**src/design/dpb_pkg.sv**
```systemverilog
// Shared types and constants for the depth pixel back-projection core.
package dpb_pkg;

	// Field widths fixed by the pixel and point formats
	localparam int DEPTH_W   = 16;
	localparam int PIX_W     = 10;
	localparam int FOCAL_W   = 16;
	localparam int CENTER_W  = 14;
	localparam int COLOR_W   = 8;
	localparam int COORD_W   = 24;
	localparam int CFG_IDX_W = 3;
	localparam int CFG_DAT_W = 16;

	// Back-projection arithmetic
	localparam int ABS_W     = 14;               // |16*pix - centre|
	localparam int MAG_W     = ABS_W + DEPTH_W;  // |numerator|
	localparam int QUO_W     = 32;               // dividend and quotient bits
	localparam int DIVR_W    = FOCAL_W + 1;      // divisor is 2*focal
	localparam int DIV_STEPS = QUO_W;            // one quotient bit per cell

	// Register indexes of the configuration port
	typedef enum logic [CFG_IDX_W-1:0] {
		CFG_FOCAL_X   = 3'd0,
		CFG_FOCAL_Y   = 3'd1,
		CFG_CENTER_X  = 3'd2,
		CFG_CENTER_Y  = 3'd3,
		CFG_MIN_DEPTH = 3'd4,
		CFG_MAX_DEPTH = 3'd5
	} cfg_idx_t;

	typedef struct packed {
		logic [FOCAL_W-1:0]  focal_x;
		logic [FOCAL_W-1:0]  focal_y;
		logic [CENTER_W-1:0] center_x;
		logic [CENTER_W-1:0] center_y;
		logic [DEPTH_W-1:0]  min_depth;
		logic [DEPTH_W-1:0]  max_depth;
	} cfg_t;

	// Input pixel transaction
	typedef struct packed {
		logic [DEPTH_W-1:0] depth_value;
		logic               depth_invalid;
		logic [PIX_W-1:0]   pixel_row;
		logic [PIX_W-1:0]   pixel_col;
		logic [COLOR_W-1:0] red_in;
		logic [COLOR_W-1:0] green_in;
		logic [COLOR_W-1:0] blue_in;
	} pix_t;

	// Output point transaction
	typedef struct packed {
		logic signed [COORD_W-1:0] point_x;
		logic signed [COORD_W-1:0] point_y;
		logic [DEPTH_W-1:0]        point_z;
		logic [COLOR_W-1:0]        red_out;
		logic [COLOR_W-1:0]        green_out;
		logic [COLOR_W-1:0]        blue_out;
	} point_t;

	// Data carried alongside the division
	typedef struct packed {
		logic [DEPTH_W-1:0] z;
		logic [COLOR_W-1:0] red;
		logic [COLOR_W-1:0] green;
		logic [COLOR_W-1:0] blue;
	} payload_t;

	// Front end result: numerator magnitudes and signs
	typedef struct packed {
		logic [MAG_W-1:0] mag_x;
		logic             neg_x;
		logic             zero_x;
		logic [MAG_W-1:0] mag_y;
		logic             neg_y;
		logic             zero_y;
		payload_t         pay;
	} front_t;

	// One axis of the division: partial remainder and dividend/quotient shifter
	typedef struct packed {
		logic [DIVR_W-1:0] rem;
		logic [QUO_W-1:0]  dq;
		logic              neg;
		logic              zero;
	} lane_t;

	typedef struct packed {
		lane_t    x;
		lane_t    y;
		payload_t pay;
	} div_item_t;

	localparam logic [COORD_W-1:0] COORD_MAX = 24'h7F_FFFF;
	localparam logic [COORD_W-1:0] COORD_MIN = 24'h80_0000;

endpackage

```
**src/design/dpb_out.sv**
```systemverilog
// Rounding result saturation and output register.
module dpb_out (
	input  logic                clk,
	input  logic                arst_n,
	input  logic                up_valid,
	output logic                up_ready,
	input  dpb_pkg::div_item_t  up_item,
	output logic                pt_valid,
	input  logic                pt_stall,
	output dpb_pkg::point_t     pt_data
);

	// Apply the sign and clamp to the 24-bit coordinate range
	function automatic logic [dpb_pkg::COORD_W-1:0] saturate(input dpb_pkg::lane_t l);
		logic [dpb_pkg::COORD_W-1:0] res;
		if (l.zero) begin
			res = '0;
		end else if (!l.neg) begin
			res = (l.dq > dpb_pkg::QUO_W'(dpb_pkg::COORD_MAX)) ?
				dpb_pkg::COORD_MAX : l.dq[dpb_pkg::COORD_W-1:0];
		end else begin
			res = (l.dq > dpb_pkg::QUO_W'(dpb_pkg::COORD_MIN)) ?
				dpb_pkg::COORD_MIN : (~l.dq[dpb_pkg::COORD_W-1:0] + 24'd1);
		end
		return res;
	endfunction

	logic             valid_q;
	dpb_pkg::point_t  data_q;

	assign up_ready = !valid_q || !pt_stall;

	always_ff @(posedge clk or negedge arst_n) begin
		if (!arst_n) begin
			valid_q <= 1'b0;
		end else if (up_ready) begin
			valid_q <= up_valid;
		end
	end

	always_ff @(posedge clk) begin
		if (up_ready) begin
			data_q.point_x   <= saturate(up_item.x);
			data_q.point_y   <= saturate(up_item.y);
			data_q.point_z   <= up_item.pay.z;
			data_q.red_out   <= up_item.pay.red;
			data_q.green_out <= up_item.pay.green;
			data_q.blue_out  <= up_item.pay.blue;
		end
	end

	assign pt_valid = valid_q;
	assign pt_data  = data_q;

endmodule

```
**config.mk**
```make
export PLATFORM = sky130hd
export DESIGN_NAME = dpb_out
export DESIGN_NICKNAME = d
export VERILOG_FILES = /design/src/design/dpb_pkg.sv /design/src/design/dpb_out.sv
export SDC_FILE = /design/constraint.sdc
export NUM_CORES = 1
export LEC_CHECK = 0
export BUFFER_PORTS_ARGS = -buffer_cell sky130_fd_sc_hd__buf_2
export CAP_MARGIN = 25
export CORE_ASPECT_RATIO = 1.2
export CORE_MARGIN = 5
export CORE_UTILIZATION = 45
export CTS_BUF_LIST = sky130_fd_sc_hd__clkbuf_16
export DETAILED_ROUTE_END_ITERATION = 16
export HOLD_SLACK_MARGIN = 0.1
export PLACE_DENSITY = 0.81
export RECOVER_POWER = 100
export SLEW_MARGIN = 20
export SYNTH_ARGS = -nofsm -noshare
export SYNTH_HDL_FRONTEND = slang
export SYNTH_SLANG_ARGS = --single-unit
```
**constraint.sdc**
```tcl
create_clock -name clk -period 3.84 [get_ports clk]
set_input_delay 0.768 -clock clk [delete_from_list [all_inputs] [get_ports clk]]
set_output_delay 0.768 -clock clk [all_outputs]
set_load 0.01 [all_outputs]
```
==> results of run 1 <==
## per-layer routing
metal | vias up | track usage, %
met5 | - | 0
li1 | 1968 | -
met4 | 0 | 10.3
met3 | 36 | 2.82
met1 | 2007 | 23.7
met2 | 237 | 35.1
## power breakdown
part	internal [W]	total (W)	switching [W]	leakage [nW]
logic	0.000104	0.000311	0.000207	0.997
clock network	0.000512	0.000882	0.000370	0.150
registers	0.00116	0.00118	0.0000200	0.926
## kinds of logic after synthesis
group,after synthesis
simple gates,163
compound gates,107
flops,89
buf+inv,31
fa+ha+maj,2
xor+xnor,1
## area by class of cell
type	count	area (µm²)	share of cell area, %
inverters	10	37.5	0.651
multi-input cells	273	1710	29.6
flip-flops and latches	89	2670	46.3
clock buffers	9	225	3.91
repair buffers	202	891	15.5
well taps	126	158	2.73
clock inverters	7	78.8	1.37
## critical path, stage by stage
cell and delay [ps]:
buf_2 140, inv_1 60, ha_1 200, nor4b_4 250, nand4_1 410, o31ai_1 570
a21oi_2 350, nor4_1 380
## registers in the layout, indices dropped and copies added (netlist names)
name,count
pt_valid,1
pt_data,88
## stage by stage
step	util, %	total power (W)
6_report	57.6	0.00237
2_1_floorplan	-	0.00135
4_1_cts	59.9	0.00242
3_5_place_dp	56.9	0.00154
5_1_grt	57.6	0.00247
3_3_place_gp	56.9	0.00152
## Yosys cell counts, types with 2 or more instances
| library cell | n |
|---|---|
| a31oi_1 | 5 |
| a311oi_1 | 7 |
| and3_1 | 3 |
| o21ai_0 | 12 |
| edfxtp_1 | 88 |
| a21o_1 | 2 |
| clkbuf_1 | 17 |
| inv_1 | 10 |
| buf_6 | 2 |
| or3_1 | 2 |
| o22ai_1 | 7 |
| nand3_2 | 2 |
| and2_1 | 3 |
| o311a_1 | 2 |
| nand3_1 | 19 |
| a211oi_2 | 5 |
| nand2_1 | 27 |
| nand2b_1 | 3 |
| nor4_1 | 19 |
| nand4_1 | 10 |
| a21oi_1 | 36 |
| o311ai_0 | 4 |
| o31a_1 | 2 |
| nor4_4 | 2 |
| nand4b_1 | 4 |
| and4_1 | 2 |
| ha_1 | 2 |
| nor2_1 | 27 |
| nor3_2 | 12 |
| nor3_1 | 17 |
| a211oi_1 | 4 |
| o211ai_1 | 4 |
| buf_2 | 2 |
## path summary, 6_finish.rpt
path	from	endpoint	slack, ps	cells past startpoint
max	up_item[93]	pt_data[76]	830	8
max reg2reg	pt_valid	pt_data[32]	1600	2
min in group clk	up_item[8]	pt_data[8]	610	1
min	arst_n	pt_valid	190	1
max in group asynchronous	arst_n	pt_valid	3560	1
min reg2reg	pt_valid	pt_valid	950	2
## cell usage in the layout, fill, tap and decap left out, types with 2 or more instances in the layout
cell / instances
ha_1: 2
nor4_1: 19
and3_1: 3
a21oi_1: 36
nor3_2: 7
a31oi_1: 5
nor2_1: 27
clkbuf_1: 96
inv_6: 2
buf_2: 105
o311a_1: 2
nand3_1: 19
a211oi_1: 9
nand2b_1: 3
nand4b_1: 4
nor3_1: 22
o311ai_0: 5
and4_1: 2
a21o_1: 2
nand4_1: 11
o22ai_1: 7
clkbuf_16: 9
o211ai_1: 4
o21ai_0: 12
nor4_4: 2
nand2_1: 27
inv_1: 11
and2_1: 2
a311oi_1: 7
or3_1: 2
edfxtp_1: 88
o31a_1: 2
nand3_2: 2
==> results.sh, run 1 <==
export IMPL_synth_xor_area_share_pct=0.190
export IMPL_postSynthRegisterBits=89
export IMPL_route_layer_met1_wl_um=4770
export IMPL_grt_overflow=0
export IMPL_via_count=4248
export IMPL_largest_net_degree_at_the_start_of_global_routing=47
export IMPL_max_slew_margin_vs_limit_pct=8.04
export IMPL_synth_seq_area_share_pct=57.8
export IMPL_finalMaxSlewViolations=0
export IMPL_synth_distinct_cells=63
export IMPL_crit_required_ps=3980
export IMPL_synthesis_instances=393
export IMPL_pwr_density_cell_nw_per_um2=411
export IMPL_first_global_vias=4063
export IMPL_cp_arrival_ps=3140
export IMPL_report_final_setup_viol=0
export IMPL_post_cts_setup_buffer_count=0
export IMPL_place_area_um2=5700
export IMPL_power_static_leakage_nw=2.07
export IMPL_antennaDiodeCount=0
export IMPL_combinational_family_with_the_most_area_after_synthesis="simple AND/OR/NAND/NOR gates"
export IMPL_grt_setup_unrepaired="false"
export IMPL_cap_viol_max_count=0
export IMPL_skew_ps=10.2
export IMPL_finalHoldViolCount=0
export IMPL_async_flop_share_pct=1.12
export IMPL_area_contributors_post_synth="edfxtp_1 57%, a21oi_1 3.9%, nor3_2 2.6%"
export IMPL_gp_congestion=0.979
export IMPL_fmaxAchievable_ghz=0.333
export IMPL_post_drt_via_cell_ratio=5.93
export IMPL_route_met3_wl_um=1040
export IMPL_run_status="completed"
export IMPL_setup_total_negative_slack_ps=0
export IMPL_fill_cells=909
export IMPL_synth_net_count=541
export IMPL_worst_margin_slew_ps=1380
export IMPL_clock_sinks=89
export IMPL_ant_nets=0
export IMPL_dieArea_um2=12400
export IMPL_io_buffers=201
export IMPL_synthAdderAreaFrac_pct=0.542
export IMPL_finish_net_count=733
export IMPL_floorplan_die_height_um=121
export IMPL_horizontal_die_dimension_um=102
export IMPL_design_portCount=236
export IMPL_grt_first_pass_wirelength_um=19600
export IMPL_layout_cell_area_excl_fill_um2=5770
export IMPL_num_rows=40
export IMPL_htree_levels=3
export IMPL_routed_top_layer="met4"
export IMPL_drt_wl_total_um=13000
export IMPL_worstSetupPathType="input pin to register"
export IMPL_antenna_found_initial=0
export IMPL_core_area_um2=10000
export IMPL_worst_setup_hold_path_clk_slew_ps=70
export IMPL_critPathCaptureType="register"
export IMPL_vdd_ir_drop_max_uv=184
export IMPL_initial_utilization_pct=46.1
export IMPL_synth_mux_area_fraction_pct=0
export IMPL_drc=0
export IMPL_yosys_area_share_simple_pct=21.6
export IMPL_critical_path_startpoint_type="input pin"
export IMPL_detailroute_wirelength_met2_um=6740
export IMPL_cts_buffers=9
export IMPL_drive_gt1_share_pct=24.2
export IMPL_final_hold_slack_ps=194
export IMPL_ctsHoldBuffers=0
export IMPL_compound_cell_area_share_of_the_yosys_netlist_pct=17.0
export IMPL_post_layout_nonfiller_instances=716
export IMPL_track_usage_pct=20.1
export IMPL_cts_buffer_depth=2
export IMPL_area_of_the_mapped_netlist_um2=4610
export IMPL_areaGrowthSynthToFinish_pct=25.0
export IMPL_dp_worst_setup_slack_ps=1000
export IMPL_worst_skew_pair_late_latency_ps=330
export IMPL_synth_largest_area_cell="edfxtp_1"
export IMPL_final_min_clock_period_ps=3010
export IMPL_postSynthAreaPerCell_um2=11.7
export IMPL_min_path_type="input pin to asynchronous set/reset pin"
export IMPL_clk_root_buffer_cell="clkbuf_16"
export IMPL_synth_warnings=0
export IMPL_critical_path_peak_fanout=19
export IMPL_post_drt_wl_per_cell_um=18.1
export IMPL_number_of_enable_type_register_cells_in_the_synthesized_netlist=88
export IMPL_placed_cells_incl_taps=700
export IMPL_initialDrtViolationCount=179
export IMPL_detailed_place_hpwl_um=9740
export IMPL_setup_slack_ps=834
export IMPL_finalCritPeriodShare_pct=78.3
export IMPL_synthDominantCellAreaShare_pct=57.3
export IMPL_drt_first_pass_iters=5
export IMPL_postCtsResizedCells=0
export IMPL_tritoncts="done"
export IMPL_ys_dominant_reg_cell="edfxtp_1"
Note: power is estimated with default switching activity, not from simulation.
==> inputs of run 2 (changes only) <==
Settings changed: ABC_AREA set to 1, PLACE_DENSITY 0.81 to 0.8.
Clock period 3.84 ns to 2.9 ns, I/O delays scaled along.
==> results.sh, run 2 <==
export IMPL_run_status="completed"
export IMPL_core_area_um2=10500
export IMPL_synthesis_instances=542
export IMPL_finalCritPeriodShare_pct=82.7
export IMPL_r2r_setup_slack_ps=1080
export IMPL_cts_buffer_depth=2
export IMPL_grt_first_pass_wirelength_um=20600
export IMPL_initialDrtViolationCount=355
export IMPL_layout_cell_area_excl_fill_um2=6110
export IMPL_track_usage_pct=19.6
export IMPL_floorplan_die_height_um=123
export IMPL_postSynthRegisterBits=89
export IMPL_min_path_type="input pin to register"
export IMPL_synth_net_count=690
export IMPL_p_comb_share_pct=13.3
export IMPL_worstSetupPathType="input pin to register"
export IMPL_area_contributors_post_synth="edfxtp_1 55%, nand2_1 11%, nor2_1 6.8%"
export IMPL_r2r_cells=2
export IMPL_synth_seq_area_share_pct=55.2
export IMPL_layout_common_cells="139 x nand2_1, 109 x buf_2, 93 x nor2_1"
export IMPL_final_min_clock_period_ps=2400
export IMPL_finalHoldViolCount=0
export IMPL_initial_utilization_pct=45.9
export IMPL_cap_viol_max_count=0
export IMPL_largest_net_degree_at_the_start_of_global_routing=73
export IMPL_drt_first_pass_iters=5
export IMPL_crit_path_start="up_item[93]"
export IMPL_synth_distinct_cells=26
export IMPL_finalMaxSlewViolations=0
export IMPL_synthTopCellsByCount="137 x nand2_1, 88 x edfxtp_1, 88 x nor2_1"
export IMPL_report_final_setup_viol=0
export IMPL_areaGrowthSynthToFinish_pct=26.5
export IMPL_layout_commonest_cell="nand2_1"
export IMPL_synth_largest_area_cell="edfxtp_1"
export IMPL_pwr_density_cell_nw_per_um2=509
export IMPL_critical_path_peak_fanout=15
export IMPL_drt_wl_total_um=13200
export IMPL_drive_gt1_share_pct=18.8
export IMPL_pwr_share_seq_pct=49.9
export IMPL_power_switching_fraction_pct=26.7
export IMPL_skew_ps=9.57
export IMPL_async_flop_share_pct=1.12
export IMPL_tritoncts="done"
export IMPL_max_slew_margin_vs_limit_pct=27.1
export IMPL_cts_buffers=9
export IMPL_critical_path_startpoint_type="input pin"
export IMPL_fmaxAchievable_ghz=0.417
export IMPL_grt_overflow=0
export IMPL_ys_dominant_reg_cell="edfxtp_1"
export IMPL_synth_warnings=0
export IMPL_place_area_um2=5970
export IMPL_detailed_place_hpwl_um=9910
export IMPL_gp_congestion=0.932
export IMPL_drc=0
export IMPL_timing_hold_worst_start="up_item[27]"
export IMPL_critPathCaptureType="register"
export IMPL_largest_register_ffs=88
export IMPL_post_drt_wl_per_cell_um=15.0
export IMPL_grt_setup_unrepaired="false"
export IMPL_antenna_found_initial=1
export IMPL_antennaDiodeCount=0
export IMPL_clockPowerShare_pct=36.8
export IMPL_design_portCount=236
export IMPL_io_buffers=201
export IMPL_number_of_enable_type_register_cells_in_the_synthesized_netlist=88
export IMPL_cp_capture_point="pt_data[72]"
export IMPL_area_of_the_mapped_netlist_um2=4830
export IMPL_synthDominantCellAreaShare_pct=54.7
export IMPL_worst_margin_slew_ps=1090
export IMPL_first_global_vias=4372
export IMPL_clk_root_buffer_cell="clkbuf_16"
export IMPL_htree_levels=3
export IMPL_num_rows=41
export IMPL_synth_most_common_cell="nand2_1"
export IMPL_worst_setup_hold_path_clk_slew_ps=70
export IMPL_via_count=4619
export IMPL_dieArea_um2=12900
export IMPL_power_static_leakage_nw=2.47
export IMPL_rr_startpoint="pt_valid"
export IMPL_power_dissipated_by_switching_net_loads_w=0.000830
export IMPL_finish_net_count=892
export IMPL_crit_required_ps=2960
export IMPL_post_drt_via_cell_ratio=5.26
export IMPL_vdd_ir_drop_max_uv=291
export IMPL_clock_sinks=89
export IMPL_ant_nets=0
export IMPL_worst_skew_pair_late_latency_ps=340
export IMPL_r2r_end="pt_data[43]"
export IMPL_power_internal_w=0.00228
export IMPL_postSynthAreaPerCell_um2=8.91
export IMPL_setup_total_negative_slack_ps=0
export IMPL_cp_arrival_ps=2460
export IMPL_horizontal_die_dimension_um=105
[run 2: cell count changes after synthesis, sizes merged, moves of 9 or more]
| cell | before | now |
|---|---|---|
| inv | 10 | 37 |
| a211oi | 9 | 0 |
| nor2 | 27 | 100 |
| nor4 | 21 | 0 |
| clkbuf | 17 | 8 |
| o21ai | 13 | 49 |
| xor2 | 0 | 17 |
| nor3 | 30 | 1 |
| nand2 | 28 | 142 |
| a21oi | 37 | 47 |
[run 2: repair_timing]
action                                 in CTS  in global routing
hold buffers                                1                  0
gates resized for setup                     0                  0
endpoints found under the hold margin       1                  0
buffers inserted                            0                  0
[run 2: kinds of logic after synthesis]
group | Yosys count | share of synthesized area, %
flops | 89 | 55.2
simple gates | 277 | 24.9
fa+ha+maj | 2 | 0.518
compound gates | 96 | 10.1
buf+inv | 53 | 4.66
xor+xnor | 25 | 4.53
[run 2: area by class of cell]
cell class	count	area [µm²]
Fill cell	964	4410
Sequential cell	89	2670
Multi-Input combinational cell	400	1890
Timing Repair Buffer	207	951
Clock buffer	9	225
Tap cell	129	161
Inverter	37	139
Clock inverter	7	73.8
[run 2: power by group through the flow]
stage	registers, W	clock network (W)	logic, W
finish	0.00155	0.00114	0.000414
global route	0.00156	0.00123	0.000462
CTS	0.00155	0.00117	0.000446
detailed placement	0.00158	0	0.000443
global placement	0.00158	0	0.000433
floorplan	0.00164	0	0.000146
[run 2: worst min path at each step]
stage,end,slack [ps],depth (start not counted)
after global routing,pt_data[36],390,1
after CTS,pt_data[36],400,1
after detailed placement,pt_valid,360,1
after floorplan,pt_valid,280,0
after global placement,pt_valid,360,1
final,pt_data[27],410,1
[run 2: per-stage QoR]
step | power [W] | setup slack [ps] | hold WS [ps] | util (%) | instances
final | 0.00311 | 501 | 409 | 58.1 | 878
after global routing | 0.00325 | 356 | 395 | 58.1 | 878
after CTS | 0.00317 | 879 | 400 | 59.7 | 878
after detailed placement | 0.00202 | 526 | 359 | 56.8 | 861
after global placement | 0.00201 | 594 | 356 | 56.8 | 861
after floorplan | 0.00178 | 645 | 284 | - | 542
[run 2: metal layers]
layer | routed length, µm | vias to the layer above | track usage [%]
li1 | - | 2226 | -
met2 | 6690 | 209 | 33.6
met3 | 969 | 34 | 3.97
met4 | 433 | 2 | 9.27
met1 | 5050 | 2148 | 23.9
met5 | 13 | - | 0
[run 2: critical path, cell delays in order]
cell and delay, ps:
buf_2 90, inv_1 50, ha_1 230, nand2_2 130, nor2_4 80, nand2_2 90
nor2_1 50, nor2_1 810, nor2_8 130, nand2_1 120, a21oi_1 90
==> inputs of run 3 (changes only) <==
Settings changed: CORE_UTILIZATION 45 to 42, PLACE_DENSITY 0.8 to 0.79.
Clock period 2.9 ns to 2.2 ns, I/O delays scaled along.
==> results.sh, run 3 (same netlist as run 2, synthesis figures left out) <==
export IMPL_gp_congestion=0.947
export IMPL_cts_buffer_depth=2
export IMPL_skew_ps=7.75
export IMPL_post_drt_wl_per_cell_um=13.9
export IMPL_cpLargestDelayFamily="simple AND/OR/NAND/NOR gates"
export IMPL_vdd_ir_drop_max_uv=333
export IMPL_max_slew_margin_vs_limit_pct=42.8
export IMPL_worst_setup_hold_path_clk_slew_ps=70
export IMPL_largest_net_degree_at_the_start_of_global_routing=65
export IMPL_largest_register_ffs=88
export IMPL_top_usage_layer="met2"
export IMPL_io_buffers=201
export IMPL_cap_viol_max_count=0
export IMPL_global_route_usage_met3_pct=2.88
export IMPL_initial_utilization_pct=42.3
export IMPL_clk_root_buffer_cell="clkbuf_16"
export IMPL_clockPowerShare_pct=37.1
export IMPL_final_hold_slack_ps=274
export IMPL_final_min_clock_period_ps=1880
export IMPL_dp_worst_setup_slack_ps=149
export IMPL_first_global_vias=4100
export IMPL_groute_layer_met2_usage_pct=30.5
export IMPL_finalHoldViolCount=0
export IMPL_setup_total_negative_slack_ps=0
export IMPL_finish_net_count=899
export IMPL_clock_sinks=89
export IMPL_drt_wl_total_um=12700
export IMPL_crit_required_ps=2270
export IMPL_power_switching_fraction_pct=24.8
export IMPL_grt_setup_unrepaired="false"
export IMPL_report_final_setup_viol=0
export IMPL_worstPathCellList="buf_2, inv_1, ha_1, nand2_2, nor2_1, nand2_2, nor2_1, nor2_2, nor2_8, nand2_1, a21oi_1"
export IMPL_critPathBufInv=2
export IMPL_design_portCount=236
export IMPL_cp_arrival_ps=1950
export IMPL_horizontal_die_dimension_um=108
export IMPL_htree_levels=3
export IMPL_floorplan_die_height_um=127
export IMPL_min_path_type="input pin to register"
export IMPL_p_comb_share_pct=13.1
export IMPL_detailed_place_hpwl_um=9800
export IMPL_areaGrowthSynthToFinish_pct=28.4
export IMPL_critical_path_startpoint_type="input pin"
export IMPL_power_static_leakage_nw=2.50
export IMPL_track_usage_pct=17.7
export IMPL_finalMaxSlewViolations=0
export IMPL_run_status="completed"
export IMPL_timing_critical_path_slowest_cell_delay_ps=500
export IMPL_critical_path_peak_fanout=15
export IMPL_via_count=4471
export IMPL_pwr_share_seq_pct=49.8
export IMPL_setup_slack_ps=316
export IMPL_cts_buffers=9
export IMPL_worst_path_max_delay_cell="nor2_2"
export IMPL_layout_common_cells="139 x nand2_1, 110 x buf_2, 92 x clkbuf_1"
export IMPL_final_standard_cell_utilization_of_the_core_pct=54.4
export IMPL_tritoncts="done"
export IMPL_initialDrtViolationCount=197
export IMPL_worstSetupPathType="input pin to register"
export IMPL_worst_margin_slew_ps=858
export IMPL_worst_skew_pair_late_latency_ps=340
export IMPL_power_internal_w=0.00310
export IMPL_grt_first_pass_wirelength_um=19400
export IMPL_finalCritPeriodShare_pct=85.6
export IMPL_ant_nets=0
export IMPL_antennaDiodeCount=0
export IMPL_antenna_found_initial=0
export IMPL_num_rows=43
export IMPL_critPathCaptureType="register"
export IMPL_drive_gt1_share_pct=20.0
export IMPL_core_area_um2=11400
export IMPL_power_dissipated_by_switching_net_loads_w=0.00102
export IMPL_drt_first_pass_iters=4
export IMPL_layout_commonest_cell="nand2_1"
export IMPL_postCtsResizedCells=0
export IMPL_met1_track_usage_gr_pct=21.2
export IMPL_fin_total_pwr_w=0.00412
export IMPL_post_drt_via_cell_ratio=4.90
export IMPL_drc=0
export IMPL_grt_overflow=0
export IMPL_pwr_density_cell_nw_per_um2=665
export IMPL_post_cts_setup_buffer_count=0
export IMPL_fmaxAchievable_ghz=0.531
export IMPL_dieArea_um2=13800
-- run 3: changes by cell type in the layout (fill, tap and decap cells not counted), moves of 2 or more --
cell,change
buf_4,+6
inv_8,-2
nor2_1,-2
nor2_2,+2
-- run 3: power by group through the flow --
stage	clock network [W]	registers, W	logic, W
3_3_place_gp	0	0.00208	0.000579
4_1_cts	0.00156	0.00205	0.000590
5_1_grt	0.00164	0.00206	0.000603
2_1_floorplan	0	0.00216	0.000192
6_report	0.00153	0.00205	0.000542
3_5_place_dp	0	0.00208	0.000587
-- run 3: metrics by stage --
| stage | instance area (µm²) | instances |
|---|---|---|
| 2_1_floorplan | 4830 | 542 |
| 3_3_place_gp | 6060 | 896 |
| 3_5_place_dp | 6060 | 896 |
| 4_1_cts | 6370 | 913 |
| 5_1_grt | 6200 | 913 |
| 6_report | 6200 | 913 |
-- run 3: layout make-up --
type                            count  area [µm²]
Fill cell                        1137        5200
Sequential cell                    89        2670
Multi-Input combinational cell    400        1910
Timing Repair Buffer              214         988
Clock buffer                        9         225
Tap cell                          157         196
Inverter                           37         139
Clock inverter                      7        78.8
-- run 3: what timing repair did --
item	CTS	global route
hold endpoints to repair	1	0
hold buffers	1	0
endpoints found under the setup margin	0	0
-- run 3: metal layers --
| metal | vias up | share of wire (%) |
|---|---|---|
| met5 | - | 0 |
| met4 | 0 | 3.3 |
| met3 | 30 | 7.4 |
| met2 | 178 | 50 |
| met1 | 2025 | 39 |
| li1 | 2238 | - |
-- run 3: final timing paths --
kind	startpoint	to	slack [ps]	cells after the start
min	up_item[19]	pt_data[19]	270	1
min reg2reg	pt_valid	pt_valid	700	2
max in group asynchronous	arst_n	pt_valid	1730	2
min in group asynchronous	arst_n	pt_valid	390	2
max reg2reg	pt_valid	pt_data[9]	390	2
max	up_item[93]	pt_data[79]	320	11
