===== src/design/dpb_pkg.sv =====
// Shared types and constants for the depth pixel back-projection core.
package dpb_pkg;

	// Field widths fixed by the pixel and point formats
	localparam int DEPTH_W   = 16;
	localparam int PIX_W     = 10;
	localparam int FOCAL_W   = 16;
	localparam int CENTER_W  = 14;
	localparam int COLOR_W   = 8;
	localparam int COORD_W   = 24;
	localparam int CFG_IDX_W = 3;
	localparam int CFG_DAT_W = 16;

	// Back-projection arithmetic
	localparam int ABS_W     = 14;               // |16*pix - centre|
	localparam int MAG_W     = ABS_W + DEPTH_W;  // |numerator|
	localparam int QUO_W     = 32;               // dividend and quotient bits
	localparam int DIVR_W    = FOCAL_W + 1;      // divisor is 2*focal
	localparam int DIV_STEPS = QUO_W;            // one quotient bit per cell

	// Register indexes of the configuration port
	typedef enum logic [CFG_IDX_W-1:0] {
		CFG_FOCAL_X   = 3'd0,
		CFG_FOCAL_Y   = 3'd1,
		CFG_CENTER_X  = 3'd2,
		CFG_CENTER_Y  = 3'd3,
		CFG_MIN_DEPTH = 3'd4,
		CFG_MAX_DEPTH = 3'd5
	} cfg_idx_t;

	typedef struct packed {
		logic [FOCAL_W-1:0]  focal_x;
		logic [FOCAL_W-1:0]  focal_y;
		logic [CENTER_W-1:0] center_x;
		logic [CENTER_W-1:0] center_y;
		logic [DEPTH_W-1:0]  min_depth;
		logic [DEPTH_W-1:0]  max_depth;
	} cfg_t;

	// Input pixel transaction
	typedef struct packed {
		logic [DEPTH_W-1:0] depth_value;
		logic               depth_invalid;
		logic [PIX_W-1:0]   pixel_row;
		logic [PIX_W-1:0]   pixel_col;
		logic [COLOR_W-1:0] red_in;
		logic [COLOR_W-1:0] green_in;
		logic [COLOR_W-1:0] blue_in;
	} pix_t;

	// Output point transaction
	typedef struct packed {
		logic signed [COORD_W-1:0] point_x;
		logic signed [COORD_W-1:0] point_y;
		logic [DEPTH_W-1:0]        point_z;
		logic [COLOR_W-1:0]        red_out;
		logic [COLOR_W-1:0]        green_out;
		logic [COLOR_W-1:0]        blue_out;
	} point_t;

	// Data carried alongside the division
	typedef struct packed {
		logic [DEPTH_W-1:0] z;
		logic [COLOR_W-1:0] red;
		logic [COLOR_W-1:0] green;
		logic [COLOR_W-1:0] blue;
	} payload_t;

	// Front end result: numerator magnitudes and signs
	typedef struct packed {
		logic [MAG_W-1:0] mag_x;
		logic             neg_x;
		logic             zero_x;
		logic [MAG_W-1:0] mag_y;
		logic             neg_y;
		logic             zero_y;
		payload_t         pay;
	} front_t;

	// One axis of the division: partial remainder and dividend/quotient shifter
	typedef struct packed {
		logic [DIVR_W-1:0] rem;
		logic [QUO_W-1:0]  dq;
		logic              neg;
		logic              zero;
	} lane_t;

	typedef struct packed {
		lane_t    x;
		lane_t    y;
		payload_t pay;
	} div_item_t;

	localparam logic [COORD_W-1:0] COORD_MAX = 24'h7F_FFFF;
	localparam logic [COORD_W-1:0] COORD_MIN = 24'h80_0000;

endpackage


===== src/design/dpb_front.sv =====
// Pixel filter and numerator magnitude stages.
module dpb_front #(
	parameter int STRIDE  = 3,
	parameter int MAX_DIM = 1024
) (
	input  logic              clk,
	input  logic              arst_n,
	input  dpb_pkg::cfg_t     cfg,
	input  logic              pix_valid,
	output logic              pix_stall,
	input  dpb_pkg::pix_t     pix_data,
	output logic              fr_valid,
	input  logic              fr_ready,
	output dpb_pkg::front_t   fr_item
);

	localparam int RECIP_SHIFT = 16;
	localparam int RECIP       = (2**RECIP_SHIFT + STRIDE - 1) / STRIDE;
	localparam int PROD_W      = dpb_pkg::PIX_W + RECIP_SHIFT + 1;
	localparam int QDIV_W      = PROD_W - RECIP_SHIFT;
	localparam int BACK_W      = QDIV_W + 4;
	localparam int DIM_W       = 13;

	// Multiple of the stride: reciprocal multiply, then multiply back and compare
	function automatic logic stride_hit(input logic [dpb_pkg::PIX_W-1:0] v);
		logic [PROD_W-1:0] prod;
		logic [QDIV_W-1:0] quo;
		logic [BACK_W-1:0] back;
		prod = PROD_W'(v) * PROD_W'(RECIP);
		quo  = prod[PROD_W-1:RECIP_SHIFT];
		back = BACK_W'(quo) * BACK_W'(STRIDE);
		return back == BACK_W'(v);
	endfunction

	// Signed 16*pix - centre, returned as magnitude and sign
	function automatic logic [dpb_pkg::ABS_W:0] centre_offset(
		input logic [dpb_pkg::PIX_W-1:0]    pix,
		input logic [dpb_pkg::CENTER_W-1:0] ctr
	);
		logic signed [15:0] diff;
		logic [15:0]        mag;
		diff = $signed({2'b00, pix, 4'b0000}) - $signed({2'b00, ctr});
		mag  = diff[15] ? (~diff + 16'd1) : diff;
		return {diff[15], mag[dpb_pkg::ABS_W-1:0]};
	endfunction

	logic                        valid_s1, valid_s2;
	logic                        load_s1, load_s2;
	logic                        keep;
	logic [dpb_pkg::ABS_W:0]     offs_x, offs_y;
	logic [dpb_pkg::ABS_W-1:0]   abs_x_s1, abs_y_s1;
	logic                        neg_x_s1, neg_y_s1;
	dpb_pkg::payload_t           pay_s1;
	dpb_pkg::front_t             item_s2;

	// Bubble-collapsing flow control
	assign load_s2   = !valid_s2 || fr_ready;
	assign load_s1   = !valid_s1 || load_s2;
	assign pix_stall = !load_s1;

	// Keep test: flag, image bounds, stride grid and depth window
	assign keep = !pix_data.depth_invalid
		&& ({3'b000, pix_data.pixel_row} < DIM_W'(MAX_DIM))
		&& ({3'b000, pix_data.pixel_col} < DIM_W'(MAX_DIM))
		&& stride_hit(pix_data.pixel_row)
		&& stride_hit(pix_data.pixel_col)
		&& (pix_data.depth_value >= cfg.min_depth)
		&& (pix_data.depth_value <= cfg.max_depth);

	assign offs_x = centre_offset(pix_data.pixel_col, cfg.center_x);
	assign offs_y = centre_offset(pix_data.pixel_row, cfg.center_y);

	always_ff @(posedge clk or negedge arst_n) begin
		if (!arst_n) begin
			valid_s1 <= 1'b0;
			valid_s2 <= 1'b0;
		end else begin
			if (load_s1) valid_s1 <= pix_valid && keep;
			if (load_s2) valid_s2 <= valid_s1;
		end
	end

	// Stage 1: centre offsets
	always_ff @(posedge clk) begin
		if (load_s1) begin
			abs_x_s1     <= offs_x[dpb_pkg::ABS_W-1:0];
			neg_x_s1     <= offs_x[dpb_pkg::ABS_W];
			abs_y_s1     <= offs_y[dpb_pkg::ABS_W-1:0];
			neg_y_s1     <= offs_y[dpb_pkg::ABS_W];
			pay_s1.z     <= pix_data.depth_value;
			pay_s1.red   <= pix_data.red_in;
			pay_s1.green <= pix_data.green_in;
			pay_s1.blue  <= pix_data.blue_in;
		end
	end

	// Stage 2: numerator magnitude |offset| * z
	always_ff @(posedge clk) begin
		if (load_s2) begin
			item_s2.mag_x  <= dpb_pkg::MAG_W'(abs_x_s1) * dpb_pkg::MAG_W'(pay_s1.z);
			item_s2.mag_y  <= dpb_pkg::MAG_W'(abs_y_s1) * dpb_pkg::MAG_W'(pay_s1.z);
			item_s2.neg_x  <= neg_x_s1;
			item_s2.neg_y  <= neg_y_s1;
			item_s2.zero_x <= (abs_x_s1 == '0) || (pay_s1.z == '0);
			item_s2.zero_y <= (abs_y_s1 == '0) || (pay_s1.z == '0);
			item_s2.pay    <= pay_s1;
		end
	end

	assign fr_valid = valid_s2;
	assign fr_item  = item_s2;

endmodule


===== config.mk =====
export PLATFORM = sky130hd
export DESIGN_NAME = dpb_front
export DESIGN_NICKNAME = d
export VERILOG_FILES = /design/src/design/dpb_pkg.sv /design/src/design/dpb_front.sv
export SDC_FILE = /design/constraint.sdc
export NUM_CORES = 1
export LEC_CHECK = 0
export BUFFER_PORTS_ARGS = -buffer_cell sky130_fd_sc_hd__buf_2
export CORE_UTILIZATION = 29
export CTS_CLUSTER_DIAMETER = 80
export DETAILED_ROUTE_END_ITERATION = 6
export GPL_TIMING_DRIVEN = 0
export PLACE_DENSITY = 0.57
export SYNTH_ARGS = -nofsm -noshare
export SYNTH_HDL_FRONTEND = slang
export SYNTH_SLANG_ARGS = --single-unit
export TNS_END_PERCENT = 10

===== constraint.sdc =====
create_clock -name clk -period 11.44 [get_ports clk]
set_input_delay 1.144 -clock clk [delete_from_list [all_inputs] [get_ports clk]]
set_output_delay 1.144 -clock clk [all_outputs]
set_load 0.005 [all_outputs]

==> summary.md, run 1 <==
The run gives 16 as the initial antenna violation count. CTS placed an instance of clkbuf_16 at the clock tree root. Number of filler cells placed in the layout: 9,514. For the worst setup path, the data required time is 11.69 ns.

For the total number of vias, the log shows 19,271. At the worst endpoint, the arrival time is 8.37 ns. Buffers inserted during clock tree synthesis total 17.

The number of design rule violations left after detail routing is 0, and the synthesized area divided by synthesized cell count is 9.96 sq um. The library cell with the highest instance count after synthesis is inv_1. The net count after synthesis is 3,631, and the fraction of final layout cells with drive strength greater than 1 is 0.0976. The total clock sinks came out at 176. After detailed routing, the average wire length per cell comes to 17.0 microns.

For the net total in the final layout, the log shows 3,886. The hold violation total from the final report was 0; the H-tree level count was 4. The area share of the largest cell type after synthesis works out to 0.294. The tools report the number of global-route vias before repair as 19,575.

At the pin with the least slew margin, the transition time is 0.967 ns. The final number of setup-violating endpoints is 0. The synthesized design spends more area on one cell type than any other, namely fa_1.

The commonest cells after synthesis are 517 x inv_1, 394 x fa_1, 386 x ha_1. Across all register-to-register paths, the minimum setup slack is 3.32 ns. The fraction of registers with async set or reset after synthesis came out at 0.0114.

The number of placed instances, taps included, is 4,116. Share of the yosys chip area belonging to registers: 0.197. The run gives 56 as the pin count of the biggest net entering global routing.

The setup path with the least slack is of type flip-flop to flip-flop. The count of pins on the block boundary is 263. The yosys synthesis warning count came out at 0. For this design, the CTS-stage hold fixing added 0 buffers. The run gives 0.293 as the initial cell density of the core. For the final routed database, the setup TNS stands at 0 ns. The tools report the number of max-slew violations in the final report as 0. The longest clock path from root to sink contains 2 buffers. The pre-antenna-repair detailed-routing pass consisted of 6 iterations. The clock transition at the registers of the reported paths came out at 0.08 ns. Counting distinct cell types in the post-synthesis netlist gives 72. Post-synthesis cell area: 26,800 sq um.

On the final layout, the worst clock skew is 0.0157 ns. Dividing the detail-routed via count by the number of cells gives 4.64. The final critical-path share of the clock period came out at 0.709.

For the sum of overflow across all layers after global routing, the log shows 0. The kind of path behind the tightest hold check is input port to async pin. The run gives 0.51 ns as the source-to-sink clock delay at the later pin of the worst-skew pair. In this run, synthesis produced a sequential element count of 176. Detailed placement finished with a half-perimeter wire length of 59,700 microns. The start of the worst register-to-register path was pay_s1[34]. In this run the critical register-to-register path is captured at fr_item[70]. Timing would allow up to 123 MHz. The final critical-path required period was 8.12 ns; the overall fraction of global-route tracks in use was 0.157. TritonCTS built the clock tree.

For this block, the routed nets add up to 70,700 microns of wire. Once detail routing completed, the nets flagged for antenna violations numbered 0. For the worst relative slew slack, the log shows 0.355. The run gives 91,700 sq um as the core area. The count of routing violations after the opening detailed-route iteration was 1,140.

The run finished with clean final reports. Setup repair after global routing left no endpoint under its margin. After clock tree synthesis, the repair step resized 0 gates. Buffers added to address setup during post-CTS repair amount to 0. The number of synthesized flops with an enable pin was 174. STA classifies the critical path endpoint as a flip-flop. The run gives 2,694 as the post-synthesis cell count.

The die is 306 microns wide. The tools report the cell row count as 111. In this run the vertical extent of the chip is 306 microns. The main flop type after synthesis was edfxtp_1.

Hold timing on the final database bottoms out at a slack of 0.402 ns. Measured in cells, the most critical reg-to-reg path has a length of 23. STA classifies the critical path startpoint as a flip-flop. The total of buffers placed on input and output ports is 230, and the first-pass GRT wire length is 112,000 microns. The logs give 0 for the total of max-cap violations and 0.330 for the utilization after layout.

The maximum fanout along the worst path was 10. The area growth from synthesis to layout was 12.6%; the area of the die was 93,800 sq um. Once layout is complete, the cells apart from fillers number 4,151. Routability-driven placement finished with a final weighted congestion of 0.877.

Ranked by total cell area, the synthesized netlist is headed by fa_1 29%, edfxtp_1 19%, ha_1 18%, inv_1 7.2%, nand2_1 4.4%.
## per-stage QoR
stage	area (sq um)	worst slack (ns)
after floorplan	26800	4.27
after global placement	29500	2.90
after detailed placement	29600	2.94
after CTS	30200	3.32
after global routing	30200	2.84
final	30200	3.32
## worst max path at each step
| stage | cells after the start | end | start |
|---|---|---|---|
| after detailed placement | 28 | valid_s1 | pix_data[28] |
| after global routing | 23 | fr_item[70] | pay_s1[35] |
| final | 23 | fr_item[70] | pay_s1[34] |
| after floorplan | 25 | valid_s1 | pix_data[38] |
| after CTS | 23 | fr_item[70] | pay_s1[35] |
| after global placement | 28 | valid_s1 | pix_data[28] |
## flip-flops by register name, indices dropped and copies added (netlist names)
register,count
fr_valid,1
pay_s1,40
abs_y_s1,14
abs_x_s1,14
neg_x_s1,1
valid_s1,1
fr_item,104
neg_y_s1,1
## worst max-delay path: stages, from the launching register on
cell and delay (ns):
edfxtp_1 0.54, clkbuf_1 0.77, clkbuf_1 0.58, nand2_1 0.17
fa_1 0.56, inv_1 0.05, fa_1 0.39, fa_1 0.54
inv_1 0.05, fa_1 0.53, inv_1 0.05, fa_1 0.50
fa_1 0.42, ha_1 0.38, a21o_1 0.19, a21oi_1 0.20
nor2_1 0.07, o21ai_0 0.27, o21ai_0 0.22, or3b_2 0.49
o21ai_0 0.41, o2111ai_1 0.21, a21oi_1 0.20, xnor2_1 0.08
## cells in the final DEF, fill, tap and decap left out, types with 11 or more instances in the layout
| master | instances |
|---|---|
| inv_1 | 517 |
| fa_1 | 394 |
| ha_1 | 386 |
| nand2_1 | 312 |
| buf_2 | 231 |
| and2_1 | 186 |
| edfxtp_1 | 174 |
| xnor2_1 | 112 |
| clkbuf_1 | 93 |
| a21oi_1 | 84 |
| nor2_1 | 68 |
| o21ai_0 | 46 |
| a21o_1 | 38 |
| xor2_1 | 30 |
| nor3_1 | 24 |
| nand3_1 | 19 |
| nand4_1 | 17 |
| clkbuf_16 | 17 |
| nor4_1 | 15 |
| nand2b_1 | 14 |
| o21bai_1 | 13 |
| a211oi_1 | 12 |
| nor2b_1 | 11 |
## layer usage
metal,global-route usage,share of wire
met1,0.202,0.43
met2,0.261,0.48
met3,0.0430,0.077
met4,0.0356,0.018
met5,0,0.0013
## logic make-up (layout without fill, tap and decap cells)
| family | Yosys count | after routing | share of synthesized area |
|---|---|---|---|
| AOI/OAI and AO/OA | 274 | 274 | 0.0669 |
| xor gates and xnor gates | 142 | 142 | 0.0463 |
| adders and majority gates | 780 | 780 | 0.474 |
| buffers and inverters | 611 | 879 | 0.0855 |
| DFF | 176 | 176 | 0.197 |
| muxes | 3 | 3 | 0.00112 |
| other | 0 | 3 | 0 |
| and+or+nand+nor | 708 | 708 | 0.130 |
## cell type report
type,instances,area (sq um),share of cell area
antenna,3,7.51,0.000248
buffer,94,354,0.0117
clock buffer,17,425,0.0141
clock inverter,15,201,0.00667
inverter,517,1940,0.0642
multi-input combinational,1907,19300,0.638
sequential,176,5280,0.175
tap,1186,1480,0.0491
timing repair buffer,236,1250,0.0413
Power of run 1 is not shown: default switching activity piles up to over one toggle a cycle in this logic, so the estimate is an artifact.
==> run 2, diff against run 1 <==
--- a/config.mk
+++ b/config.mk
@@ -5,6 +5,7 @@
 export SDC_FILE = /design/constraint.sdc
 export NUM_CORES = 1
 export LEC_CHECK = 0
+export ABC_AREA = 1
 export BUFFER_PORTS_ARGS = -buffer_cell sky130_fd_sc_hd__buf_2
 export CORE_UTILIZATION = 29
 export CTS_CLUSTER_DIAMETER = 80
==> constraint.sdc (replaced) <==
create_clock -name clk -period 8.5 [get_ports clk]
set_input_delay 0.85 -clock clk [delete_from_list [all_inputs] [get_ports clk]]
set_output_delay 0.85 -clock clk [all_outputs]
set_load 0.005 [all_outputs]
==> run 2 against run 1 <==
Compared with the run above: routed wire length up 15%; via count up 16%; final area up 6.2%; fmax up 7.9%; worst setup slack worse by 2.3 ns; sequential share of layout area down 1.0 points; count of clock-buffer cells in the layout unchanged; final cell count up 18%; register-to-register slack worse by 2.3 ns; critical endpoint is now fr_item[68].
==> summary.md, run 2 <==
The placer congestion estimate came out at 0.910 (+3.8%). The slew at the pin closest to its max-slew limit was 1.12 ns (+0.157 ns). The count of pins on the block boundary was 263 (unchanged).

The hold violation total from the final report was 0 (unchanged); the combined buffer and inverter count along the critical path was 5 (unchanged). The area of the die came out at 99,900 sq um (+6.5%). The run gives 4,269 (+18%) as the net count after synthesis.

After synthesis, the most frequently instantiated cells are 816 x inv_1, 767 x nand2_1, 394 x fa_1. The master cell of the clock root buffer was clkbuf_16. The kind of capture point of the worst setup path is a flip-flop.

The logs give 0 (unchanged) for the sum of overflow across all layers after global routing and 0 (unchanged) for the post-cts hold buffer count. The number of buffers between clock root and the deepest sink came out at 2 (unchanged). The worst relative slew slack was 0.251 (-0.104). For this run, the leading register cell type out of synthesis is edfxtp_1.

The post-synthesis cell count was 3,332 (+24%); the initial antenna violation count was 19 (+3). In this design, the critical path's most frequently occurring cell is fa_1. Element type at the critical path start: a flip-flop. Terminus of the critical flop-to-flop path: fr_item[68]. For the register area, the log shows 5280 sq um (unchanged).

The die width came out at 316 microns (+3.2%). Number of global-route vias before repair: 22,944 (+17%). The count of buffers added by post-CTS timing repair for setup is 0 (unchanged). The number of synthesized flops with an enable pin was 174 (unchanged); the fraction of registers with async set or reset after synthesis was 0.0114 (unchanged). The kind of path behind the tightest hold check is input port to async pin.

The height of the die is 316 microns (+3.2%). TritonCTS built the clock tree. The data arrival time of the worst path was 7.77 ns (-0.60 ns); the average wire length per cell after detail routing was 16.7 microns (-2.0%). The total number of vias was 22,334 (+16%); the post-synthesis cell area was 28,600 sq um (+6.5%).

The share of the yosys chip area belonging to registers is 0.184 (-0.0121), and the core area is 97,100 sq um (+6.0%). The total of buffers placed on input and output ports is 230 (unchanged), and the final critical-path required period is 7.52 ns (-0.594 ns). The detailed-route vias per instance came out at 4.58 (-1.4%). The footprint of the multi-input gates came out at 19,800 sq um (+2.9%).

The top cell family by delay on the critical path was adder cells. The number of flip-flops in the largest register is 104 (unchanged), and the total of max-cap violations is 0 (unchanged). Setup repair after global routing left no endpoint under its margin. The fraction of final layout cells with drive strength greater than 1 works out to 0.0879 (-0.00972). The run gives 0 (unchanged) as the number of max-slew violations in the final report. The area growth from synthesis to layout came out at 12.2%. The count of cells along the worst register-to-register path was 22 (-4.3%); the setup slack of the most critical reg-to-reg path was 0.98 ns (-2.35 ns). For the pin count of the biggest net entering global routing, the log shows 68 (+21%).

The run finished with clean final reports. The start of the worst register-to-register path is pay_s1[37]. The run gives 4 (unchanged) as the H-tree level count. The post-synthesis cell type count came out at 53 (-26%). For the number of CTS-inserted buffers, the log shows 17 (unchanged). The flip-flop and latch count after synthesis is 176 (unchanged). The logs give 0 (unchanged) for the number of design rule violations left after detail routing and 4,521 (+16%) for the net total in the final layout.

The tools report the source-to-sink clock delay at the later pin of the worst-skew pair as 0.50 ns (about the same). The tools report the aggregate routed wire length as 81,500 microns (+15%). The classification of the worst setup path was flip-flop to flip-flop. Summed over all instances, the cell type with the most area after synthesis is fa_1. The final critical-path share of the clock period works out to 0.885 (+0.176).

For the final number of setup-violating endpoints, the log shows 0 (unchanged). The library cell with the highest instance count after synthesis is inv_1. The total clock sinks was 176 (unchanged); the area share of the largest cell type after synthesis was 0.276 (-0.0180).

Number of routed nets with antenna violations: 0 (unchanged). The library cell used most frequently in the layout, excluding fill and tap cells, is inv_1. The cell type of the slowest stage on the worst timing path was buf_1. The sum of negative setup slack came out at 0 ns (unchanged).

The run gives 0 (unchanged) as the yosys synthesis warning count. The overall fraction of global-route tracks in use was 0.168 (+0.0113); the clock transition at the registers of the reported paths was 0.09 ns (about the same). Required time at the endpoint of the critical path: 8.75 ns (-2.94 ns).

The synthesized area divided by synthesized cell count was 8.58 sq um (-14%); the first-pass GRT wire length was 128,000 microns (+14%). The sum of net half-perimeters after detailed placement was 68,700 microns (+15%). In the layout the commonest cells are 815 x inv_1, 766 x nand2_1, 394 x fa_1, 386 x ha_1, 230 x buf_2. The count of routing violations after the opening detailed-route iteration is 1,372 (+20%), and the initial cell density of the core is 0.294 (+0.00157). The clock tree skew after final layout came out at 0.0215 ns (+0.00577 ns). The cell row count was 114 (+2.7%); the highest clock rate was 133 MHz (+7.9%).

The maximum fanout along the worst path was 10 (unchanged). The delay of the slowest cell on the worst path was 0.76 ns (about the same). The signal on the critical path passes through clkbuf_1, buf_1, nand2_1, fa_1, inv_1, fa_1, fa_1, inv_1, fa_1, inv_1, fa_1, fa_1, ha_1, a21oi_1, o21a_1, nor2_1, nor2_1, nand3_1, a21o_1, nand3_1, nand2_1, xor2_1. The logs give 10,228 (+7.5%) for the number of filler cells placed in the layout and 5 (-1) for the number of detailed-routing iterations run before antenna repair.

Count of cells resized by post-cts repair: 0 (unchanged). Yosys attributes the largest share of cell area to fa_1 28%, edfxtp_1 18%, ha_1 17%, inv_1 11%, nand2_1 10%.
-- run 2: cell count changes in the layout (fill, tap and decap cells not counted), moves of 32 or more --
| cell | delta |
|---|---|
| xnor2_1 | -76 |
| nand2_1 | +454 |
| and2_1 | -186 |
| xor2_1 | +52 |
| inv_1 | +298 |
| buf_1 | +32 |
| a21oi_1 | +42 |
| nand3_1 | +67 |
-- run 2: area by class of cell --
cell class | instances | area share
clock buffer | 17 | 0.0133
inverter | 822 | 0.0962
timing repair buffer | 233 | 0.0384
multi-input combinational | 2228 | 0.618
tap | 1276 | 0.0497
clock inverter | 15 | 0.00670
buffer | 106 | 0.0129
sequential | 176 | 0.164
antenna | 8 | 0.000624
-- run 2: worst max path at each step --
stage / from / endpoint / slack [ns] / depth (start not counted)
global route: pay_s1[37] / fr_item[65] / 0.69 / 23
CTS: pay_s1[37] / fr_item[65] / 1.12 / 23
finish: pay_s1[37] / fr_item[68] / 0.98 / 22
detailed placement: pay_s1[37] / fr_item[68] / 1.19 / 22
global placement: fr_ready / neg_y_s1 / 1.12 / 5
floorplan: pix_data[38] / valid_s1 / 2.31 / 31
-- run 2: kinds of logic after synthesis --
family          count (synthesis)  synth area share
compound gates                263            0.0528
xor+xnor                      129            0.0433
fa+ha+maj                     780             0.445
buf+inv                       928             0.122
flops                         176             0.184
simple gates                 1056             0.152
-- run 2: through the flow --
stage	worst slack (ns)	cell area, sq um	utilization	instances	hold slack, ns
after CTS	1.12	32100	0.330	4873	0.0715
final	0.977	32100	0.330	4881	0.114
after global routing	0.694	32100	0.330	4876	0.0846
after detailed placement	1.19	31400	0.324	4841	0.406
after global placement	1.12	31300	0.323	4838	0.401
after floorplan	2.31	28600	-	3332	0.400
-- run 2: worst register-to-register path, cell delays in order, from the launching register on --
cell and delay [ns]:
edfxtp_1 0.65, clkbuf_1 0.70, buf_1 0.76, nand2_1 0.19, fa_1 0.58, inv_1 0.05
fa_1 0.50, fa_1 0.53, inv_1 0.06, fa_1 0.52, inv_1 0.05, fa_1 0.59
fa_1 0.45, ha_1 0.38, a21oi_1 0.20, o21a_1 0.17, nor2_1 0.04, nor2_1 0.16
nand3_1 0.19, a21o_1 0.24, nand3_1 0.07, nand2_1 0.06, xor2_1 0.14
-- run 2: routing by layer --
metal	vias to the layer above	global-route usage	routed length, microns
met5	-	0	137
met1	10754	0.209	33600
met2	673	0.287	39100
met3	161	0.0396	6080
li1	10726	-	-
met4	20	0.0541	2550
Power of run 2 is left out for the same reason.
==> run 3, diff against run 2 <==
--- a/config.mk
+++ b/config.mk
@@ -5,7 +5,6 @@
 export SDC_FILE = /design/constraint.sdc
 export NUM_CORES = 1
 export LEC_CHECK = 0
-export ABC_AREA = 1
 export BUFFER_PORTS_ARGS = -buffer_cell sky130_fd_sc_hd__buf_2
 export CORE_UTILIZATION = 29
 export CTS_CLUSTER_DIAMETER = 80
==> run 3 against run 2 <==
Compared with the run above: die area is 6.1% lower; non-clock buffer count is 10 lower; count of clock-buffer cells in the layout stayed put; critical endpoint is now fr_item[70]; worst hold slack worse by 0.0077 ns; final cell count is 15% lower; final area is 5.9% lower; sequential cell count stayed put; first-iteration DRC count is 19% lower; clock skew is 0.0034 ns lower; via count is 14% lower; global-route usage is 1.1 points lower; critical path type unchanged; utilization is 0.085 points lower.
==> summary.md, run 3 (synthesized netlist as in run 1, its figures left out) <==
Number of buffers between clock root and the deepest sink: 2 (unchanged). The total instance count after detailed placement is 4,116 (-15%). TritonCTS built the clock tree. The final critical-path required period works out to 8.12 ns (+0.593 ns). The run gives 0 (unchanged) as the number of routed nets with antenna violations.

The run gives 3,885 (-14%) as the net total in the final layout. Most frequent cell on the critical path: fa_1. The final critical-path share of the clock period came out at 0.955 (+0.0698). Instance area after placement: 29,600 sq um (-5.9%). The tools report the aggregate routed wire length as 70,800 microns (-13%).

Setup repair after global routing left no endpoint under its margin. The post-cts hold buffer count came out at 0 (unchanged). For the clock tree skew after final layout, the log shows 0.0181 ns (-0.00344 ns).

Number of design rule violations left after detail routing: 0 (unchanged). The filler-free cell count of the finished design was 4,149 (-15%). By startpoint and endpoint, the worst setup path is classified as flip-flop to flip-flop. Number of CTS-inserted buffers: 17 (unchanged). The final number of setup-violating endpoints came out at 0 (unchanged). For the sum of negative setup slack, the log shows 0 ns (unchanged). The detailed-route vias per instance was 4.65 (+1.5%). The critical path goes through clkbuf_1, clkbuf_1, nand2_1, fa_1, inv_1, fa_1, fa_1, inv_1, fa_1, inv_1, fa_1, fa_1, ha_1, a21o_1, a21oi_1, nor2_1, o21ai_0, o21ai_0, or3b_2, o21ai_0, o2111ai_1, a21oi_1, xnor2_1. The tree is rooted in a clkbuf_16. Count of cells resized by post-cts repair: 0 (unchanged).

The run gives 123 MHz (-7.3%) as the highest clock rate. The library cell used most frequently in the layout, excluding fill and tap cells, is inv_1. Fraction of final layout cells with drive strength greater than 1: 0.0976 (+0.00975).

The library cells used most frequently in the layout, excluding fill and tap cells, are 517 x inv_1, 394 x fa_1, 386 x ha_1, 312 x nand2_1, 231 x buf_2. The required time at the endpoint of the critical path is 8.75 ns (about the same), and the number of detailed-routing iterations run before antenna repair is 5 (unchanged). Maximum fanout along the worst path: 10 (unchanged). The delay of the slowest cell on the worst path was 0.75 ns (about the same). STA classifies the critical path startpoint as a flip-flop. The die width came out at 306 microns (-3.1%). The run gives 0 (unchanged) as the sum of overflow across all layers after global routing.

The flow ran to the end, and the final reports show no timing, DRC or antenna violations. The clock transition at the registers of the reported paths was 0.08 ns (about the same); the total of buffers placed on input and output ports was 230 (unchanged). The data arrival time of the worst path was 8.37 ns (+0.60 ns).

The slowest stage of the critical path is the clkbuf_1 cell. The tightest min-delay check is of the input port to async pin type. The count of cells along the worst register-to-register path was 23 (+4.5%). The start of the worst register-to-register path was pay_s1[34].

The cell row count was 111 (-2.6%). The average wire length per cell after detail routing is 17.1 microns (+2.3%), and the number of flip-flops in the largest register is 104 (unchanged). For the setup slack of the most critical reg-to-reg path, the log shows 0.38 ns (-0.59 ns).

The terminus of the critical flop-to-flop path is fr_item[70]. The height of the die was 306 microns (-3.1%). The logs give 0.51 ns (about the same) for the source-to-sink clock delay at the later pin of the worst-skew pair and 0.365 (+0.114) for the worst relative slew slack.

The run gives 0.157 (-0.0113) as the overall fraction of global-route tracks in use. Total of max-cap violations: 0 (unchanged). The count of pins on the block boundary is 263 (unchanged), and the pin count of the biggest net entering global routing is 56 (-18%). The run gives 1,113 (-19%) as the count of routing violations after the opening detailed-route iteration. H-tree level count: 4 (unchanged).

The number of max-slew violations in the final report is 0 (unchanged). The area growth from synthesis to layout works out to 12.6%. The total clock sinks came out at 176 (unchanged). The design area is 30,200 sq um (-5.9%), and the area of the die is 93,800 sq um (-6.1%). The kind of capture point of the worst setup path is a flip-flop. The slew at the pin closest to its max-slew limit works out to 0.953 ns (-0.171 ns). The number of global-route vias before repair is 19,575 (-15%), and the sum of net half-perimeters after detailed placement is 59,700 microns (-13%). The tools report the initial cell density of the core as 0.293 (-0.00157). The initial antenna violation count was 17 (-2).

The placer congestion estimate is 0.877 (-3.6%), and the total number of vias is 19,278 (-14%). The first-pass GRT wire length was 112,000 microns (-13%). The tools report the number of filler cells placed in the layout as 9,513 (-7.0%).

Hold violation total from the final report: 0 (unchanged). For the core area, the log shows 91,700 sq um (-5.6%).
==> run 3: worst max path at each step <==
stage / slack [ns] / depth (start not counted) / startpoint / endpoint
6_report: 0.38 / 23 / pay_s1[34] / fr_item[70]
3_5_place_dp: 0.29 / 28 / pix_data[28] / valid_s1
4_1_cts: 0.38 / 23 / pay_s1[35] / fr_item[70]
2_1_floorplan: 1.63 / 25 / pix_data[38] / valid_s1
5_1_grt: 0.05 / 23 / pay_s1[36] / fr_item[70]
3_3_place_gp: 0.25 / 28 / pix_data[28] / valid_s1
==> run 3: routing by layer <==
metal | wire length [microns] | GRT usage
met1 | 30400 | 0.202
met2 | 33600 | 0.261
met3 | 5440 | 0.0430
met4 | 1240 | 0.0356
met5 | 93 | 0
==> run 3: metrics by stage <==
| stage | hold WS [ns] | worst slack [ns] | util |
|---|---|---|---|
| finish | 0.106 | 0.384 | 0.330 |
| global route | 0.0816 | 0.0466 | 0.330 |
| CTS | 0.0515 | 0.378 | 0.330 |
| detailed placement | 0.405 | 0.290 | 0.323 |
| global placement | 0.400 | 0.253 | 0.322 |
| floorplan | 0.400 | 1.63 | - |
==> run 3: cell type report <==
cell class	count	area, sq um	area share
Sequential cell	176	5280	0.175
Clock inverter	15	201	0.00667
Buffer	93	350	0.0116
Antenna cell	2	5.00	0.000166
Inverter	517	1940	0.0642
Multi-Input combinational cell	1907	19300	0.638
Clock buffer	17	425	0.0141
Timing Repair Buffer	236	1250	0.0413
Tap cell	1186	1480	0.0491
==> run 3: critical path, delay by kind of cell, from the launching register on <==
family / cells / cell delay, ns
DFF: 1 / 0.54
and+or+nand+nor: 3 / 0.73
AOI/OAI and AO/OA: 7 / 1.70
buffers and inverters: 5 / 1.49
xor gates and xnor gates: 1 / 0.08
adders and majority gates: 7 / 3.33
==> run 3: repair_timing <==
action	CTS	global route
endpoints found under the hold margin	0	0
setup endpoints to repair	0	1
buffers inserted	0	0
Power of run 3 is left out for the same reason.
